File: src/rtl/cadr_pkg.sv
// ----------------------------------------------------------------------------
// cadr_pkg: shared types and constants for the catch-all DNS responder
// Parse phases, queue command format and reply byte tables.
// ----------------------------------------------------------------------------
package cadr_pkg;

  localparam int unsigned QueueDepth = 4;
  localparam int unsigned QueuePtrW  = $clog2(QueueDepth);
  localparam int unsigned AnswerLen  = 16;
  localparam int unsigned HeaderLen  = 12;
  localparam int unsigned TailLen    = 4;

  localparam logic [31:0] AnswerIpv4Reset = 32'hC0A8_0401;

  typedef enum logic [2:0] {
    PH_HEADER,
    PH_LABLEN,
    PH_LABEL,
    PH_TAIL,
    PH_DONE
  } phase_e;

  // what the back end does with one queue entry
  typedef enum logic [1:0] {
    CMD_ECHO,     // send data byte
    CMD_ANSWER,   // send data byte, then the A record
    CMD_DISCARD   // send one discard beat
  } cmd_kind_e;

  typedef struct packed {
    cmd_kind_e   kind;
    logic [7:0]  data;
  } cmd_t;

  // header rewrite: flags 81 80, ANCOUNT 1, NSCOUNT/ARCOUNT 0
  function automatic logic [7:0] header_byte(logic [3:0] pos, logic [7:0] b);
    logic [7:0] v;
    v = b;
    case (pos)
      4'd2:    v = 8'h81;
      4'd3:    v = 8'h80;
      4'd6:    v = 8'h00;
      4'd7:    v = 8'h01;
      4'd8, 4'd9, 4'd10, 4'd11, 4'd12, 4'd13, 4'd14, 4'd15: v = 8'h00;
      default: v = b;
    endcase
    return v;
  endfunction

  // A record: C0 0C 00 01 00 01 00 00 00 00 00 04 ip3 ip2 ip1 ip0
  function automatic logic [7:0] answer_byte(logic [3:0] idx, logic [31:0] ip);
    logic [7:0] v;
    case (idx)
      4'd0:    v = 8'hC0;
      4'd1:    v = 8'h0C;
      4'd3:    v = 8'h01;
      4'd5:    v = 8'h01;
      4'd11:   v = 8'h04;
      4'd12:   v = ip[31:24];
      4'd13:   v = ip[23:16];
      4'd14:   v = ip[15:8];
      4'd15:   v = ip[7:0];
      default: v = 8'h00;
    endcase
    return v;
  endfunction

endpackage

File: src/rtl/cadr_if.sv
// ----------------------------------------------------------------------------
// cadr_if: stream and configuration channels of the DNS responder
// Valid/ready channels for query bytes, reply bytes and the address register.
// ----------------------------------------------------------------------------
interface cadr_rx_if;
  logic       valid;
  logic       ready;
  logic [7:0] rx_byte;
  logic       end_of_datagram;

  modport source (output valid, output rx_byte, output end_of_datagram, input ready);
  modport sink   (input valid, input rx_byte, input end_of_datagram, output ready);
endinterface

interface cadr_tx_if;
  logic       valid;
  logic       ready;
  logic [7:0] tx_byte;
  logic       end_of_response;
  logic       discard;

  modport source (output valid, output tx_byte, output end_of_response,
                  output discard, input ready);
  modport sink   (input valid, input tx_byte, input end_of_response,
                  input discard, output ready);
endinterface

interface cadr_cfg_if;
  logic        valid;
  logic        ready;
  logic [31:0] answer_ipv4;

  modport source (output valid, output answer_ipv4, input ready);
  modport sink   (input valid, input answer_ipv4, output ready);
endinterface

File: src/rtl/cadr_front.sv
// ----------------------------------------------------------------------------
// cadr_front: query parser
// Walks header, labels and type/class of each query beat and pushes one
// command per beat that produces output.
// ----------------------------------------------------------------------------
module cadr_front #(
  parameter int unsigned MAX_DATAGRAM = 256
) (
  input  logic            clk_i,
  input  logic            rst_ni,
  cadr_rx_if.sink         rx,
  input  logic            q_full_i,
  output logic            q_push_o,
  output cadr_pkg::cmd_t  q_cmd_o
);

  localparam int unsigned PosW = $clog2(MAX_DATAGRAM + 1);

  cadr_pkg::phase_e phase_q, phase_d;
  logic [PosW-1:0]  pos_q, pos_d;
  logic [7:0]       rem_q, rem_d;
  logic             beat;
  logic             over;

  assign rx.ready = !q_full_i;
  assign beat     = rx.valid && rx.ready;
  assign over     = (pos_q >= PosW'(MAX_DATAGRAM));

  always_ff @(posedge clk_i or negedge rst_ni) begin
    if (!rst_ni) begin
      phase_q <= cadr_pkg::PH_HEADER;
      pos_q   <= '0;
      rem_q   <= '0;
    end else begin
      phase_q <= phase_d;
      pos_q   <= pos_d;
      rem_q   <= rem_d;
    end
  end

  always_comb begin
    phase_d       = phase_q;
    pos_d         = pos_q;
    rem_d         = rem_q;
    q_push_o      = 1'b0;
    q_cmd_o.kind  = cadr_pkg::CMD_ECHO;
    q_cmd_o.data  = rx.rx_byte;

    if (beat) begin
      if (over || phase_q == cadr_pkg::PH_DONE) begin
        // dropped byte; the end mark still closes the datagram
        if (rx.end_of_datagram) begin
          if (phase_q != cadr_pkg::PH_DONE) begin
            q_push_o     = 1'b1;
            q_cmd_o.kind = cadr_pkg::CMD_DISCARD;
          end
          phase_d = cadr_pkg::PH_HEADER;
          pos_d   = '0;
          rem_d   = '0;
        end
      end else if (rx.end_of_datagram &&
                   (phase_q != cadr_pkg::PH_TAIL || rem_q != 8'd1)) begin
        // question incomplete
        q_push_o     = 1'b1;
        q_cmd_o.kind = cadr_pkg::CMD_DISCARD;
        phase_d      = cadr_pkg::PH_HEADER;
        pos_d        = '0;
        rem_d        = '0;
      end else begin
        q_push_o = 1'b1;
        pos_d    = pos_q + PosW'(1);
        case (phase_q)
          cadr_pkg::PH_HEADER: begin
            q_cmd_o.data = cadr_pkg::header_byte(pos_q[3:0], rx.rx_byte);
            if (pos_q == PosW'(cadr_pkg::HeaderLen - 1)) begin
              phase_d = cadr_pkg::PH_LABLEN;
            end
          end
          cadr_pkg::PH_LABLEN: begin
            if (rx.rx_byte == 8'd0) begin
              phase_d = cadr_pkg::PH_TAIL;
              rem_d   = 8'(cadr_pkg::TailLen);
            end else begin
              phase_d = cadr_pkg::PH_LABEL;
              rem_d   = rx.rx_byte;
            end
          end
          cadr_pkg::PH_LABEL: begin
            rem_d = rem_q - 8'd1;
            if (rem_q == 8'd1) begin
              phase_d = cadr_pkg::PH_LABLEN;
            end
          end
          cadr_pkg::PH_TAIL: begin
            rem_d = rem_q - 8'd1;
            if (rem_q == 8'd1) begin
              q_cmd_o.kind = cadr_pkg::CMD_ANSWER;
              phase_d      = cadr_pkg::PH_DONE;
              rem_d        = '0;
              if (rx.end_of_datagram) begin
                phase_d = cadr_pkg::PH_HEADER;
                pos_d   = '0;
              end
            end
          end
          default: begin
            q_push_o = 1'b0;
          end
        endcase
      end
    end
  end

endmodule

File: src/rtl/cadr_fifo.sv
// ----------------------------------------------------------------------------
// cadr_fifo: command queue between parser and reply sequencer
// Small flop-based FIFO; full and empty come straight from the fill count.
// ----------------------------------------------------------------------------
module cadr_fifo (
  input  logic            clk_i,
  input  logic            rst_ni,
  input  logic            push_i,
  input  cadr_pkg::cmd_t  cmd_i,
  output logic            full_o,
  input  logic            pop_i,
  output cadr_pkg::cmd_t  cmd_o,
  output logic            empty_o
);

  localparam int unsigned PtrW = cadr_pkg::QueuePtrW;
  localparam int unsigned CntW = PtrW + 1;

  cadr_pkg::cmd_t        mem_q [cadr_pkg::QueueDepth];
  logic [PtrW-1:0]       wr_q, wr_d;
  logic [PtrW-1:0]       rd_q, rd_d;
  logic [CntW-1:0]       cnt_q, cnt_d;
  logic                  do_push;
  logic                  do_pop;

  assign full_o  = (cnt_q == CntW'(cadr_pkg::QueueDepth));
  assign empty_o = (cnt_q == '0);
  assign do_push = push_i && !full_o;
  assign do_pop  = pop_i && !empty_o;
  assign cmd_o   = mem_q[rd_q];

  always_comb begin
    wr_d  = do_push ? wr_q + PtrW'(1) : wr_q;
    rd_d  = do_pop  ? rd_q + PtrW'(1) : rd_q;
    cnt_d = cnt_q + CntW'(do_push) - CntW'(do_pop);
  end

  always_ff @(posedge clk_i or negedge rst_ni) begin
    if (!rst_ni) begin
      wr_q  <= '0;
      rd_q  <= '0;
      cnt_q <= '0;
    end else begin
      wr_q  <= wr_d;
      rd_q  <= rd_d;
      cnt_q <= cnt_d;
    end
  end

  always_ff @(posedge clk_i) begin
    if (do_push) begin
      mem_q[wr_q] <= cmd_i;
    end
  end

endmodule

File: src/rtl/cadr_back.sv
// ----------------------------------------------------------------------------
// cadr_back: reply sequencer
// Pops commands and drives the reply through an output register; an answer
// command appends the 16-byte A record.
// ----------------------------------------------------------------------------
module cadr_back (
  input  logic            clk_i,
  input  logic            rst_ni,
  input  logic [31:0]     answer_ipv4_i,
  input  logic            q_empty_i,
  input  cadr_pkg::cmd_t  q_cmd_i,
  output logic            q_pop_o,
  cadr_tx_if.source       tx
);

  logic        valid_q, valid_d;
  logic [7:0]  byte_q, byte_d;
  logic        eor_q, eor_d;
  logic        disc_q, disc_d;
  logic [4:0]  ans_cnt_q, ans_cnt_d;   // A record bytes still to send
  logic        load;
  logic [4:0]  ans_idx;

  assign tx.valid           = valid_q;
  assign tx.tx_byte         = byte_q;
  assign tx.end_of_response = eor_q;
  assign tx.discard         = disc_q;

  assign load    = !valid_q || tx.ready;
  assign ans_idx = 5'(cadr_pkg::AnswerLen) - ans_cnt_q;

  always_comb begin
    valid_d   = valid_q;
    byte_d    = byte_q;
    eor_d     = eor_q;
    disc_d    = disc_q;
    ans_cnt_d = ans_cnt_q;
    q_pop_o   = 1'b0;

    if (load) begin
      valid_d = 1'b0;
      if (ans_cnt_q != '0) begin
        valid_d   = 1'b1;
        byte_d    = cadr_pkg::answer_byte(ans_idx[3:0], answer_ipv4_i);
        eor_d     = (ans_cnt_q == 5'd1);
        disc_d    = 1'b0;
        ans_cnt_d = ans_cnt_q - 5'd1;
      end else if (!q_empty_i) begin
        q_pop_o = 1'b1;
        valid_d = 1'b1;
        eor_d   = 1'b0;
        case (q_cmd_i.kind)
          cadr_pkg::CMD_DISCARD: begin
            byte_d = 8'h00;
            disc_d = 1'b1;
          end
          cadr_pkg::CMD_ANSWER: begin
            byte_d    = q_cmd_i.data;
            disc_d    = 1'b0;
            ans_cnt_d = 5'(cadr_pkg::AnswerLen);
          end
          default: begin
            byte_d = q_cmd_i.data;
            disc_d = 1'b0;
          end
        endcase
      end
    end
  end

  always_ff @(posedge clk_i or negedge rst_ni) begin
    if (!rst_ni) begin
      valid_q   <= 1'b0;
      ans_cnt_q <= '0;
    end else begin
      valid_q   <= valid_d;
      ans_cnt_q <= ans_cnt_d;
    end
  end

  always_ff @(posedge clk_i) begin
    byte_q <= byte_d;
    eor_q  <= eor_d;
    disc_q <= disc_d;
  end

endmodule

File: src/rtl/catch_all_dns_responder_unit.sv
// Path: a query beat passes the parser, the 4-entry command queue and the
// output register on its way to the reply.
// Throughput: one beat per cycle in and out while neither side stalls; the
// last question beat adds the A record, and the queue lets the parser run ahead.
// Reset: rst_ni async low clears parser state, queue and output valid;
// answer address returns to hex C0A80401.
// ----------------------------------------------------------------------------
// catch_all_dns_responder_unit: DNS responder answering every name with one
// address. Rewrites the header, echoes the question and appends an A record.
// ----------------------------------------------------------------------------
module catch_all_dns_responder_unit #(
  parameter int unsigned MAX_DATAGRAM = 256
) (
  input  logic       clk_i,
  input  logic       rst_ni,
  cadr_rx_if.sink    rx_i,
  cadr_tx_if.source  tx_o,
  cadr_cfg_if.sink   cfg_i
);

  logic [31:0]    answer_q;
  logic           q_full;
  logic           q_push;
  logic           q_pop;
  logic           q_empty;
  cadr_pkg::cmd_t q_wr_cmd;
  cadr_pkg::cmd_t q_rd_cmd;

  assign cfg_i.ready = 1'b1;

  always_ff @(posedge clk_i or negedge rst_ni) begin
    if (!rst_ni) begin
      answer_q <= cadr_pkg::AnswerIpv4Reset;
    end else if (cfg_i.valid && cfg_i.ready) begin
      answer_q <= cfg_i.answer_ipv4;
    end
  end

  cadr_front #(
    .MAX_DATAGRAM(MAX_DATAGRAM)
  ) u_front (
    .clk_i    (clk_i),
    .rst_ni   (rst_ni),
    .rx       (rx_i),
    .q_full_i (q_full),
    .q_push_o (q_push),
    .q_cmd_o  (q_wr_cmd)
  );

  cadr_fifo u_fifo (
    .clk_i   (clk_i),
    .rst_ni  (rst_ni),
    .push_i  (q_push),
    .cmd_i   (q_wr_cmd),
    .full_o  (q_full),
    .pop_i   (q_pop),
    .cmd_o   (q_rd_cmd),
    .empty_o (q_empty)
  );

  cadr_back u_back (
    .clk_i         (clk_i),
    .rst_ni        (rst_ni),
    .answer_ipv4_i (answer_q),
    .q_empty_i     (q_empty),
    .q_cmd_i       (q_rd_cmd),
    .q_pop_o       (q_pop),
    .tx            (tx_o)
  );

endmodule

File: src/flat_wrapper.sv
// flat-port wrapper written by rule: the top's interface ports become plain ports
module catch_all_dns_responder_unit_flat 
#(
  parameter int unsigned MAX_DATAGRAM = 256
)
  (clk_i, rst_ni, rx_i_valid, rx_i_rx_byte, rx_i_end_of_datagram, rx_i_ready, tx_o_valid, tx_o_tx_byte, tx_o_end_of_response, tx_o_discard, tx_o_ready, cfg_i_valid, cfg_i_answer_ipv4, cfg_i_ready);
  cadr_rx_if rx_i_i ();
  cadr_tx_if tx_o_i ();
  cadr_cfg_if cfg_i_i ();
  input  logic clk_i;
  input  logic rst_ni;
  input wire logic [$bits(rx_i_i.valid)-1:0] rx_i_valid;
  input wire logic [$bits(rx_i_i.rx_byte)-1:0] rx_i_rx_byte;
  input wire logic [$bits(rx_i_i.end_of_datagram)-1:0] rx_i_end_of_datagram;
  output wire logic [$bits(rx_i_i.ready)-1:0] rx_i_ready;
  output wire logic [$bits(tx_o_i.valid)-1:0] tx_o_valid;
  output wire logic [$bits(tx_o_i.tx_byte)-1:0] tx_o_tx_byte;
  output wire logic [$bits(tx_o_i.end_of_response)-1:0] tx_o_end_of_response;
  output wire logic [$bits(tx_o_i.discard)-1:0] tx_o_discard;
  input wire logic [$bits(tx_o_i.ready)-1:0] tx_o_ready;
  input wire logic [$bits(cfg_i_i.valid)-1:0] cfg_i_valid;
  input wire logic [$bits(cfg_i_i.answer_ipv4)-1:0] cfg_i_answer_ipv4;
  output wire logic [$bits(cfg_i_i.ready)-1:0] cfg_i_ready;
  assign rx_i_i.valid = rx_i_valid;
  assign rx_i_i.rx_byte = rx_i_rx_byte;
  assign rx_i_i.end_of_datagram = rx_i_end_of_datagram;
  assign rx_i_ready = rx_i_i.ready;
  assign tx_o_valid = tx_o_i.valid;
  assign tx_o_tx_byte = tx_o_i.tx_byte;
  assign tx_o_end_of_response = tx_o_i.end_of_response;
  assign tx_o_discard = tx_o_i.discard;
  assign tx_o_i.ready = tx_o_ready;
  assign cfg_i_i.valid = cfg_i_valid;
  assign cfg_i_i.answer_ipv4 = cfg_i_answer_ipv4;
  assign cfg_i_ready = cfg_i_i.ready;
  catch_all_dns_responder_unit #(.MAX_DATAGRAM(MAX_DATAGRAM)) u_core (.clk_i(clk_i), .rst_ni(rst_ni), .rx_i(rx_i_i), .tx_o(tx_o_i), .cfg_i(cfg_i_i));
endmodule
File: config.mk
export PLATFORM = sky130hd
export DESIGN_NAME = catch_all_dns_responder_unit_flat
export DESIGN_NICKNAME = d
export VERILOG_FILES = /design/src/rtl/cadr_pkg.sv /design/src/rtl/cadr_if.sv /design/src/rtl/cadr_front.sv /design/src/rtl/cadr_fifo.sv /design/src/rtl/cadr_back.sv /design/src/rtl/catch_all_dns_responder_unit.sv /design/src/flat_wrapper.sv
export SDC_FILE = /design/constraint.sdc
export NUM_CORES = 1
export LEC_CHECK = 0
export BUFFER_PORTS_ARGS = -buffer_cell sky130_fd_sc_hd__buf_2
export CAP_MARGIN = 0
export CORE_MARGIN = 5
export CORE_UTILIZATION = 40
export DETAILED_ROUTE_END_ITERATION = 6
export PLACE_DENSITY = 0.6
export SLEW_MARGIN = 20
export SYNTH_ARGS = -nofsm -noshare
export SYNTH_HDL_FRONTEND = slang
export SYNTH_HIERARCHICAL = 1
export SYNTH_SLANG_ARGS = --single-unit
File: constraint.sdc
create_clock -name clk_i -period 3 [get_ports clk_i]
set_clock_uncertainty 0.15 [all_clocks]
set_input_delay 0.15 -clock clk_i [delete_from_list [all_inputs] [get_ports clk_i]]
set_output_delay 0.15 -clock clk_i [all_outputs]
set_load 0.02 [all_outputs]
Word-level counts from Yosys, hierarchy flattened

Memory sizes are Yosys's and may differ from the RTL's.
Cells that the tools add are included.

Add/subtract/negate cells: 8
Multiply operators: 0
Divide/modulo/power cells: 0
$lt $le $gt $ge: 1
Equal/unequal tests: 38
Shift-type cells: 0
Muxes and demuxes: 55
Bitwise gates (word level): 0
Reduce and logical (&&, ||, !) cells: 26

Operator list:

| cell                  | number |
|---|---|
| $mux W8               | 11 |
| $pmux W8 S8           | 1 |
| $mux W9               | 6 |
| $eq A4 B4 Y1 const B  | 13 |
| $pmux W8 S4           | 1 |
| $pmux W8 S3           | 1 |
| $mux W3               | 7 |
| $mux W1               | 19 |
| $mux W5               | 3 |
| $eq A4 B2 Y1 const B  | 3 |
| $eq A4 B3 Y1 const B  | 3 |
| $ne A4 B4 Y1 const B  | 3 |
| $pmux W3 S4           | 1 |
| $mux W10              | 1 |
| $reduce_bool A5 Y1    | 2 |
| $add A9 B1 Y9 const B | 1 |
| $eq A9 B4 Y1 const B  | 1 |
| $ge A9 B9 Y1 const B  | 1 |
| $reduce_or A9 Y1      | 1 |
| $eq A8 B1 Y1 const B  | 1 |
| $logic_not A8 Y1      | 1 |
| $mux W2               | 4 |
| $ne A8 B1 Y1 const B  | 1 |
| $sub A8 B1 Y8 const B | 1 |
| 28 further kinds      | 41 |

Flip-flop bits (word level): 75
Bits in latches: 0
Bits in writable memories: 40
Memory bits (read-only): 0
Input bits: 46
Output and inout bits: 13
Logic and storage cells: 141
Memories: 1

Memories:

| name                | words | bits a word | read ports | clocked after Yosys merged registers in | wr ports | RTL line        | source |
|---|---|---|---|---|---|---|---|
| u_core.u_fifo.mem_q | 4     | 10          | 1          | 0                                       | 1        | cadr_fifo.sv:19 | `cadr_pkg::cmd_t mem_q [cadr_pkg::QueueDepth];` |

Depth between registers and ports, before layout

Gate-level depths: netlist of run 1.

Depth in word-level cells: 9
Depth in mapped cells: 14
Gate-level depth less buffers: 12

Cells and area by module

Netlist of run 1, hierarchy kept.

Modules (own cells, without submodules):

| module                       | instances | cells each | area each (um^2) | sequential area each (um^2) |
|---|---|---|---|---|
| cadr_fifo                    | 1         | 93         | 1919.3           | 1376.3 |
| cadr_front                   | 1         | 184        | 1567.8           | 500.5 |
| catch_all_dns_responder_unit | 1         | 70         | 1365.1           | 809.5 |
| cadr_back                    | 1         | 140        | 1251.2           | 450.4 |

Least setup slack after synthesis of run 1

Ideal clock, no wire load.

Path kind: register to register
Start: reg u_core.u_back.ans_cnt_q[0]
End: reg u_core.u_fifo.cnt_q[2]
Library setup time: 0.123 ns
Data arrival time: 2.746 ns
Data required time: 2.727 ns
Path slack: -0.019 ns
Cell stages (with the launch flop): 15
Path buffers: 2
Period minus slack after synthesis: 3.019 ns
Cells stage by stage: dfrtp_1 > clkbuf_1 > inv_1 > ha_1 > or4b_1 > buf_4 > nor3_1 > o31ai_1 > inv_1 > ha_1 > inv_1 > ha_1 > fa_1 > xnor2_1 > xnor2_1

Word-level cells in the longest chain between the ends: 5

Ends and longest elaborated chain:

| element                    | RTL line                           | source |
|---|---|---|
| start: declaration         | cadr_back.sv:20                    | `logic [4:0] ans_cnt_q, ans_cnt_d;` |
| start signal: assignment   | cadr_back.sv:77                    | `ans_cnt_q <= ans_cnt_d;` |
| $reduce_bool A5 Y1         | cadr_back.sv:42                    | `if (ans_cnt_q != '0) begin` |
| $mux W1                    | cadr_back.sv:42                    |  |
| $mux W1                    | cadr_back.sv:40                    | `if (load) begin` |
| net u_core.q_pop           | catch_all_dns_responder_unit.sv:24 | `logic q_pop;` |
| $logic_and A1 B1 Y1        | cadr_fifo.sv:29                    | `assign do_pop = pop_i && !empty_o;` |
| net u_core.u_fifo.do_pop   | cadr_fifo.sv:24                    | `logic do_pop;` |
| $sub A3 B1 Y3              | cadr_fifo.sv:35                    | `cnt_d = cnt_q + CntW'(do_push) - CntW'(do_pop);` |
| net u_core.u_fifo.cnt_d[2] | cadr_fifo.sv:22                    | `logic [CntW-1:0] cnt_q, cnt_d;` |
| end signal: assignment     | cadr_fifo.sv:46                    | `cnt_q <= cnt_d;` |
| end: declaration           | cadr_fifo.sv:22                    |  |

The timed path passes the listed nets, and every way through them passes these cells.
A chain may end at the register's enable or synchronous reset.

Worst setup path in the final report of run 1

Ends and elaborated chain as after synthesis.

==> impl_metrics.xml, run 1 <==
<?xml version="1.0" encoding="UTF-8"?>
<metrics>
  <group name="outcome">
    <metric name="outcome" unit="">finished, final reports clean</metric>
  </group>
  <group name="logic_synthesis">
    <metric name="post-synth-top-count-cell" unit="">dfrtp_1</metric>
    <metric name="post_synth.cell_area_avg" unit="sq um">12.53</metric>
    <metric name="ys_types" unit="">82</metric>
    <metric name="edff_count_synth" unit="">50</metric>
    <metric name="ys_warn_count" unit="">6</metric>
    <metric name="synth-seq-area-share" unit="%">51.39</metric>
    <metric name="synthesis.area" unit="sq um">6103</metric>
    <metric name="asr_flop_ratio_synth" unit="%">56.52</metric>
    <metric name="synth.top_cell.area_share" unit="%">24.60</metric>
    <metric name="synthTopCellsByArea" unit="">edfxtp_1, dfrtp_1, mux2_4</metric>
    <metric name="ys.flop_type" unit="">dfrtp_1</metric>
    <metric name="syn-instance-count" unit="">487</metric>
    <metric name="synthesis.nets" unit="">550</metric>
    <metric name="synth_seq_cells" unit="">115</metric>
    <metric name="post_synth_most_frequent_cells" unit="">dfrtp_1, edfxtp_1, mux2_4, nand2_1, nor2_1</metric>
    <metric name="synthDominantAreaCellType" unit="">edfxtp_1</metric>
  </group>
  <group name="timing">
    <metric name="tns" unit="ps">0</metric>
    <metric name="period_share" unit="%">93.51</metric>
    <metric name="fmax" unit="MHz">356.5</metric>
    <metric name="setup-violations-final" unit="">0</metric>
    <metric name="max-slew-margin-rel" unit="%">33.71</metric>
    <metric name="hold_violations" unit="">0</metric>
    <metric name="rsz_0062_raised_after_global_routing" unit="">no</metric>
    <metric name="min_period" unit="ps">2805</metric>
    <metric name="worst_pin_slew" unit="ps">994.4</metric>
    <metric name="drv_slew" unit="">0</metric>
  </group>
  <group name="floorplanning">
    <metric name="io_pins" unit="">59</metric>
    <metric name="die_h" unit="microns">133.5</metric>
    <metric name="core_area" unit="sq um">15090</metric>
    <metric name="die_x" unit="microns">133.5</metric>
    <metric name="floorplan.rows" unit="">45</metric>
    <metric name="dieArea" unit="sq um">17830</metric>
    <metric name="start_util" unit="%">40.45</metric>
  </group>
  <group name="clock_tree">
    <metric name="cts.sinks" unit="">115</metric>
    <metric name="max-clock-path-buffers" unit="">2</metric>
    <metric name="clk_pin_slew" unit="ps">50</metric>
    <metric name="post_cts_buffers" unit="">0</metric>
    <metric name="clock_tree.htree_level_count" unit="">4</metric>
    <metric name="insertion_delay" unit="ps">410</metric>
    <metric name="cts_tree" unit="">built</metric>
    <metric name="tritoncts_buffers" unit="">17</metric>
    <metric name="clock_tree_root_buffer_cell" unit="">clkbuf_16</metric>
  </group>
  <group name="critical_path">
    <metric name="cp.arrival" unit="ps">2940</metric>
    <metric name="reg2reg_to" unit="">u_core/u_fifo/cnt_q[2]$_DFF_PN0_</metric>
    <metric name="critPathLaunchType" unit="">flip-flop</metric>
    <metric name="reg2reg_slack" unit="ps">190</metric>
    <metric name="path_class" unit="">reg -&gt; reg</metric>
    <metric name="timing.critical_path.slowest_cell_delay" unit="ps">500</metric>
    <metric name="critical_path.reg2reg.startpoint" unit="">u_core/u_back/ans_cnt_q[0]$_DFFE_PN0P_</metric>
    <metric name="timing.reg2reg.worst_path_depth" unit="">12</metric>
    <metric name="cp_data_required_time" unit="ps">3140</metric>
    <metric name="worst_setup_path_end_kind" unit="">flip-flop</metric>
    <metric name="critPathSlowestCell" unit="">or4b_4</metric>
    <metric name="critical_path.max_fanout" unit="">3</metric>
    <metric name="crit_path_cell_trace" unit="">inv_1 -&gt; ha_1 -&gt; or4b_4 -&gt; nor3_4 -&gt; o31ai_1 -&gt; inv_1 -&gt; ha_1 -&gt; inv_1 -&gt; ha_1 -&gt; fa_1 -&gt; xnor2_1 -&gt; xnor2_1</metric>
  </group>
  <group name="grt">
    <metric name="grt_overflow_total" unit="">0</metric>
    <metric name="grt_use_total" unit="%">16.71</metric>
    <metric name="maximum_number_of_pins_on_one_net_before_global_route_repair" unit="">66</metric>
    <metric name="grt_antenna_before_repair" unit="">0</metric>
    <metric name="grt_pass1_wl" unit="microns">23590</metric>
    <metric name="grt_pass1_vias" unit="">4703</metric>
  </group>
  <group name="min_path">
    <metric name="hold_end" unit="">u_core/u_fifo/mem_q[2][2]$_DFFE_PP_</metric>
    <metric name="hold_path_start" unit="">rx_i_rx_byte[2]</metric>
    <metric name="worst_hold_path_type" unit="">in -&gt; reg</metric>
    <metric name="whs_path_depth" unit="">2</metric>
  </group>
  <group name="power">
    <metric name="total_power" unit="uW">7351</metric>
    <metric name="power_leakage" unit="uW">0.003181</metric>
    <metric name="power.ir.vdd_worst" unit="uV">446.6</metric>
    <metric name="power_density" unit="nW/um^2">956.7</metric>
  </group>
  <group name="route">
    <metric name="drt_pre_antenna_iters" unit="">5</metric>
    <metric name="per_cell_routed_wire_length" unit="microns">18.05</metric>
    <metric name="via_per_inst" unit="">5.558</metric>
    <metric name="route.vias.total" unit="">4413</metric>
    <metric name="detail-route-antenna-nets" unit="">0</metric>
    <metric name="drc" unit="">0</metric>
    <metric name="initialDrtViolationCount" unit="">343</metric>
    <metric name="totalWireLength" unit="microns">14330</metric>
  </group>
  <group name="finish">
    <metric name="layout-area-overhead-vs-synth" unit="%">25.89</metric>
    <metric name="multiInputGateArea" unit="sq um">2730</metric>
    <metric name="num-fill-cells" unit="">1313</metric>
    <metric name="layout-drive-gt1-share" unit="%">27.72</metric>
    <metric name="fin_nets" unit="">656</metric>
    <metric name="number_of_diodes_added_for_antenna_fixing" unit="">0</metric>
    <metric name="seq_cell_area" unit="sq um">3137</metric>
  </group>
  <group name="job">
    <metric name="maxcap_viol_count" unit="">0</metric>
  </group>
  <group name="placement">
    <metric name="place_congestion" unit="">0.8628</metric>
    <metric name="detailedPlacementHpwl" unit="microns">9540</metric>
    <metric name="place.port_buffers" unit="">57</metric>
  </group>
</metrics>
worst max path at each step:
stage	depth (start not counted)	endpoint	slack, ps	from
after floorplan	14	u_core/u_fifo/cnt_q[2]$_DFF_PN0_	40	u_core/u_back/ans_cnt_q[0]$_DFFE_PN0P_
after global placement	12	u_core/u_fifo/cnt_q[2]$_DFF_PN0_	250	u_core/u_back/ans_cnt_q[0]$_DFFE_PN0P_
after detailed placement	12	u_core/u_fifo/cnt_q[2]$_DFF_PN0_	200	u_core/u_back/ans_cnt_q[0]$_DFFE_PN0P_
after CTS	12	u_core/u_fifo/cnt_q[2]$_DFF_PN0_	170	u_core/u_back/ans_cnt_q[0]$_DFFE_PN0P_
after global routing	12	u_core/u_fifo/cnt_q[2]$_DFF_PN0_	10	u_core/u_back/ans_cnt_q[0]$_DFFE_PN0P_
final	12	u_core/u_fifo/cnt_q[2]$_DFF_PN0_	190	u_core/u_back/ans_cnt_q[0]$_DFFE_PN0P_
registers in the layout, summed over array words and instances (netlist names), 2 cells and up:
name / flops
u_core/u_front/rem_q: 8
u_core/u_fifo/wr_q: 2
u_core/answer_q: 32
u_core/u_fifo/mem_q: 40
u_core/u_front/phase_q: 3
u_core/u_back/ans_cnt_q: 5
u_core/u_fifo/cnt_q: 3
u_core/u_fifo/rd_q: 2
u_core/u_back/tx.tx_byte: 8
u_core/u_front/pos_q: 9
where the power goes:
part	total, uW	switching (uW)	internal [uW]
clock network	2310	709	1600
logic	2650	1500	1150
registers	2400	307	2090
total	7350	2510	4840
layout make-up:
type                    instances  area share [%]
multi-input cells             326           35.53
inverters                      19          0.9282
clock buffers                  21           6.416
flip-flops and latches        115           40.82
well taps                     188           3.061
clock inverters                11           2.524
repair buffers                114           10.71
logic make-up after synthesis:
group	synth area share (%)
simple gates	13.63
buf+inv	4.182
compound gates	13.10
other cells	0.06144
mux	13.02
fa+ha+maj	3.608
xor+xnor	1.005
flops	51.39
worst max-delay path: cells and delay by family (launching register included):
kind,cells,cell delay [ps]
compound gates,1,120
xor+xnor,2,270
buf+inv,3,200
simple gates,2,690
flops,1,370
fa+ha+maj,4,860
through the flow:
step           util [%]  setup WS (ps)  area [sq um]  cells  hold WS (ps)
2_1_floorplan         -          38.21          6108    487        -295.6
3_3_place_gp      43.69          245.8          6593    723         48.78
3_5_place_dp      43.69          204.6          6593    723         49.96
4_1_cts           50.83          166.3          7670    794         6.217
5_1_grt           50.92          12.71          7684    794         18.32
6_report          50.92          194.8          7684    794         20.26
metal layers:
metal | part of all wire (%) | GRT usage, % | vias to the layer above | routed length (microns)
met5 | 0 | 0 | - | 0
met4 | 1.5 | 4.800 | 0 | 212
met3 | 6.7 | 5.211 | 18 | 953
met2 | 49 | 28.67 | 160 | 7040
met1 | 43 | 20.34 | 2159 | 6122
li1 | - | - | 2076 | -
cell usage in the layout, fill, tap and decap left out, types with 7 or more instances in the layout:
cell type	instances
a22o_1	7
nand2b_1	10
nand3_1	9
nor2_1	21
and2_1	9
buf_4	17
clkbuf_16	19
o21ai_1	9
dfstp_2	7
nand2_1	31
buf_2	57
ha_1	16
nor3_1	14
dfrtp_1	58
edfxtp_1	50
a21oi_1	7
dlygate4sd3_1	39
mux4_2	8
inv_1	19
o21ai_0	15
a31oi_1	8
mux2_4	31
repair_timing:
item	CTS	global route
hold endpoints to repair	107	0
setup endpoints to repair	0	1
hold buffers	39	0
resized for setup	0	2
Power figures use the tool's default switching activity.
==> run 2: changes to the inputs <==
Clock period 3 ns to 2.4 ns, I/O delays scaled along.
==> run 2 against run 1 <==
Effect of this change:
- the run now ends with setup timing left
- non-clock buffer count up 38
- routed wire length up 3.5%
- via count up 3.1%
- power up 26%
==> impl_metrics.xml, run 2 (synthesis results as in run 1) <==
<?xml version="1.0" encoding="UTF-8"?>
<metrics>
  <group name="finish">
    <metric name="final_common_cell" unit="">dfrtp_1</metric>
    <metric name="layout-drive-gt1-share" unit="%">32.61</metric>
    <metric name="largest_register" unit="">u_core/u_fifo/mem_q</metric>
    <metric name="final_core_utilization" unit="%">52.60</metric>
    <metric name="mostFrequentLayoutCells" unit="">dfrtp_1, buf_2, buf_4</metric>
    <metric name="number_of_non_filler_instances_in_the_completed_layout" unit="">832</metric>
    <metric name="number_of_diodes_added_for_antenna_fixing" unit="">0</metric>
    <metric name="biggestRegsByFlops" unit="">u_core/u_fifo/mem_q: 40 flops, u_core/answer_q: 32 flops, u_core/u_front/pos_q: 9 flops</metric>
    <metric name="layout-area-overhead-vs-synth" unit="%">30.05</metric>
    <metric name="fin_nets" unit="">694</metric>
    <metric name="seq_cell_area" unit="sq um">3137</metric>
    <metric name="num-fill-cells" unit="">1304</metric>
    <metric name="largest_register_ffs" unit="">40</metric>
    <metric name="multiInputGateArea" unit="sq um">2773</metric>
  </group>
  <group name="placement">
    <metric name="placed_cells" unit="">757</metric>
    <metric name="placement.setup.worst_slack" unit="ps">-245.3</metric>
    <metric name="detailedPlacementHpwl" unit="microns">10350</metric>
    <metric name="place_congestion" unit="">0.8818</metric>
    <metric name="place.port_buffers" unit="">57</metric>
  </group>
  <group name="timing">
    <metric name="fmax" unit="MHz">383.5</metric>
    <metric name="setup-violations-final" unit="">2</metric>
    <metric name="max-slew-margin-rel" unit="%">62.86</metric>
    <metric name="drv_slew" unit="">0</metric>
    <metric name="rsz_0062_raised_after_global_routing" unit="">yes</metric>
    <metric name="min_period" unit="ps">2608</metric>
    <metric name="hold_violations" unit="">0</metric>
    <metric name="tns" unit="ps">-347.3</metric>
    <metric name="fin_ws" unit="ps">-207.9</metric>
    <metric name="period_share" unit="%">108.7</metric>
    <metric name="worst_pin_slew" unit="ps">553.7</metric>
  </group>
  <group name="floorplanning">
    <metric name="dieArea" unit="sq um">17830</metric>
    <metric name="floorplan.rows" unit="">45</metric>
    <metric name="io_pins" unit="">59</metric>
    <metric name="die_x" unit="microns">133.5</metric>
    <metric name="die_h" unit="microns">133.5</metric>
    <metric name="core_area" unit="sq um">15090</metric>
    <metric name="start_util" unit="%">40.45</metric>
  </group>
  <group name="critical_path">
    <metric name="timing.critical_path.slowest_cell_delay" unit="ps">480</metric>
    <metric name="cp_data_required_time" unit="ps">2540</metric>
    <metric name="critical_path.max_fanout" unit="">2</metric>
    <metric name="critPathLaunchType" unit="">flip-flop</metric>
    <metric name="cp.arrival" unit="ps">2740</metric>
    <metric name="timing.critical_path.buf_inv" unit="">3</metric>
    <metric name="critPathSlowestCell" unit="">or4b_4</metric>
    <metric name="critical_path.top_delay_family" unit="">adder cells</metric>
    <metric name="crit_path_cell_trace" unit="">inv_4 -&gt; ha_4 -&gt; or4b_4 -&gt; nor3_4 -&gt; o31ai_2 -&gt; inv_1 -&gt; ha_1 -&gt; inv_1 -&gt; ha_2 -&gt; fa_2 -&gt; xnor2_2 -&gt; xnor2_1</metric>
    <metric name="critPathMostFrequentCell" unit="">inv_1</metric>
    <metric name="worst_setup_path_end_kind" unit="">flip-flop</metric>
    <metric name="path_class" unit="">reg -&gt; reg</metric>
  </group>
  <group name="route">
    <metric name="via_per_inst" unit="">5.466</metric>
    <metric name="detail-route-antenna-nets" unit="">0</metric>
    <metric name="totalWireLength" unit="microns">14830</metric>
    <metric name="per_cell_routed_wire_length" unit="microns">17.82</metric>
    <metric name="initialDrtViolationCount" unit="">400</metric>
    <metric name="route.vias.total" unit="">4548</metric>
    <metric name="drt_pre_antenna_iters" unit="">5</metric>
    <metric name="drc" unit="">0</metric>
  </group>
  <group name="power">
    <metric name="p_seq_share" unit="%">32.0</metric>
    <metric name="power.switching" unit="uW">3224</metric>
    <metric name="total_power" unit="uW">9262</metric>
    <metric name="swShare" unit="%">34.81</metric>
    <metric name="power_report.internal_total" unit="uW">6037</metric>
    <metric name="power_leakage" unit="uW">0.003325</metric>
    <metric name="combinationalPowerShare" unit="%">39.7</metric>
    <metric name="power.ir.vdd_worst" unit="uV">598.3</metric>
    <metric name="power_density" unit="nW/um^2">1167</metric>
    <metric name="power.share.clock" unit="%">28.2</metric>
  </group>
  <group name="job">
    <metric name="maxcap_viol_count" unit="">0</metric>
  </group>
  <group name="clock_tree">
    <metric name="cts.sinks" unit="">115</metric>
    <metric name="cts_tree" unit="">built</metric>
    <metric name="insertion_delay" unit="ps">410</metric>
    <metric name="clk_pin_slew" unit="ps">50</metric>
    <metric name="clock_tree.htree_level_count" unit="">4</metric>
    <metric name="max-clock-path-buffers" unit="">2</metric>
    <metric name="tritoncts_buffers" unit="">17</metric>
    <metric name="clock_tree_root_buffer_cell" unit="">clkbuf_16</metric>
  </group>
  <group name="grt">
    <metric name="grt_overflow_total" unit="">0</metric>
    <metric name="grt_use_total" unit="%">17.27</metric>
    <metric name="grt_pass1_vias" unit="">4785</metric>
    <metric name="maximum_number_of_pins_on_one_net_before_global_route_repair" unit="">28</metric>
    <metric name="grt_pass1_wl" unit="microns">24610</metric>
    <metric name="grt_antenna_before_repair" unit="">0</metric>
  </group>
  <group name="min_path">
    <metric name="worst_hold_path_type" unit="">in -&gt; reg</metric>
  </group>
  <group name="outcome">
    <metric name="outcome" unit="">finished, violations left</metric>
    <metric name="failed_checks" unit="">setup timing</metric>
  </group>
</metrics>
==> run 2: repair_timing <==
action | in CTS | in global routing
hold buffers | 42 | 0
setup buffers | 1 | 0
gates resized for setup | 2 | 3
hold endpoints to repair | 100 | 0
endpoints found under the setup margin | 2 | 35
==> run 2: layout make-up <==
class | instances | area share [%]
clock buffer | 18 | 5.407
clock inverter | 14 | 2.349
multi-input combinational | 326 | 34.93
inverter | 19 | 0.9300
sequential | 115 | 39.52
timing repair buffer | 152 | 13.90
tap | 188 | 2.963
==> run 2: worst paths after layout <==
path	slack, ps	to	depth (start not counted)	from
worst min-delay path	10	u_core/u_fifo/mem_q[1][5]$_DFFE_PP_	2	rx_i_rx_byte[5]
worst min register to register	360	u_core/answer_q[14]$_DFFE_PN0P_	1	u_core/answer_q[14]$_DFFE_PN0P_
worst max register to register	-210	u_core/u_fifo/cnt_q[2]$_DFF_PN0_	12	u_core/u_back/ans_cnt_q[0]$_DFFE_PN0P_
min in group asynchronous	70	u_core/answer_q[6]$_DFFE_PN0P_	2	rst_ni
worst max-delay path	-210	u_core/u_fifo/cnt_q[2]$_DFF_PN0_	12	u_core/u_back/ans_cnt_q[0]$_DFFE_PN0P_
max in group asynchronous	1220	u_core/answer_q[10]$_DFFE_PN1P_	3	rst_ni
==> run 2: per-layer routing <==
layer	track usage [%]	vias up	share of wire, %
li1	-	2159	-
met1	21.76	2217	43
met2	29.43	150	50
met3	4.154	22	4.9
met4	5.486	0	1.5
met5	0	-	0
==> run 2: power groups by stage <==
| stage | clock (uW) | sequential, uW | combinational (uW) |
|---|---|---|---|
| after floorplan | 0 | 3020 | 2340 |
| after global placement | 0 | 2970 | 3510 |
| after detailed placement | 0 | 3000 | 3580 |
| after CTS | 2680 | 2970 | 3680 |
| after global routing | 2770 | 3040 | 4030 |
| final | 2610 | 2970 | 3680 |
==> run 2: stage by stage <==
step | hold WS (ps) | instance area, sq um
after floorplan | -325.6 | 6165
after global placement | -51.75 | 6874
after detailed placement | -43.08 | 6874
after CTS | 11.58 | 7925
after global routing | 24.56 | 7938
final | 10.67 | 7938
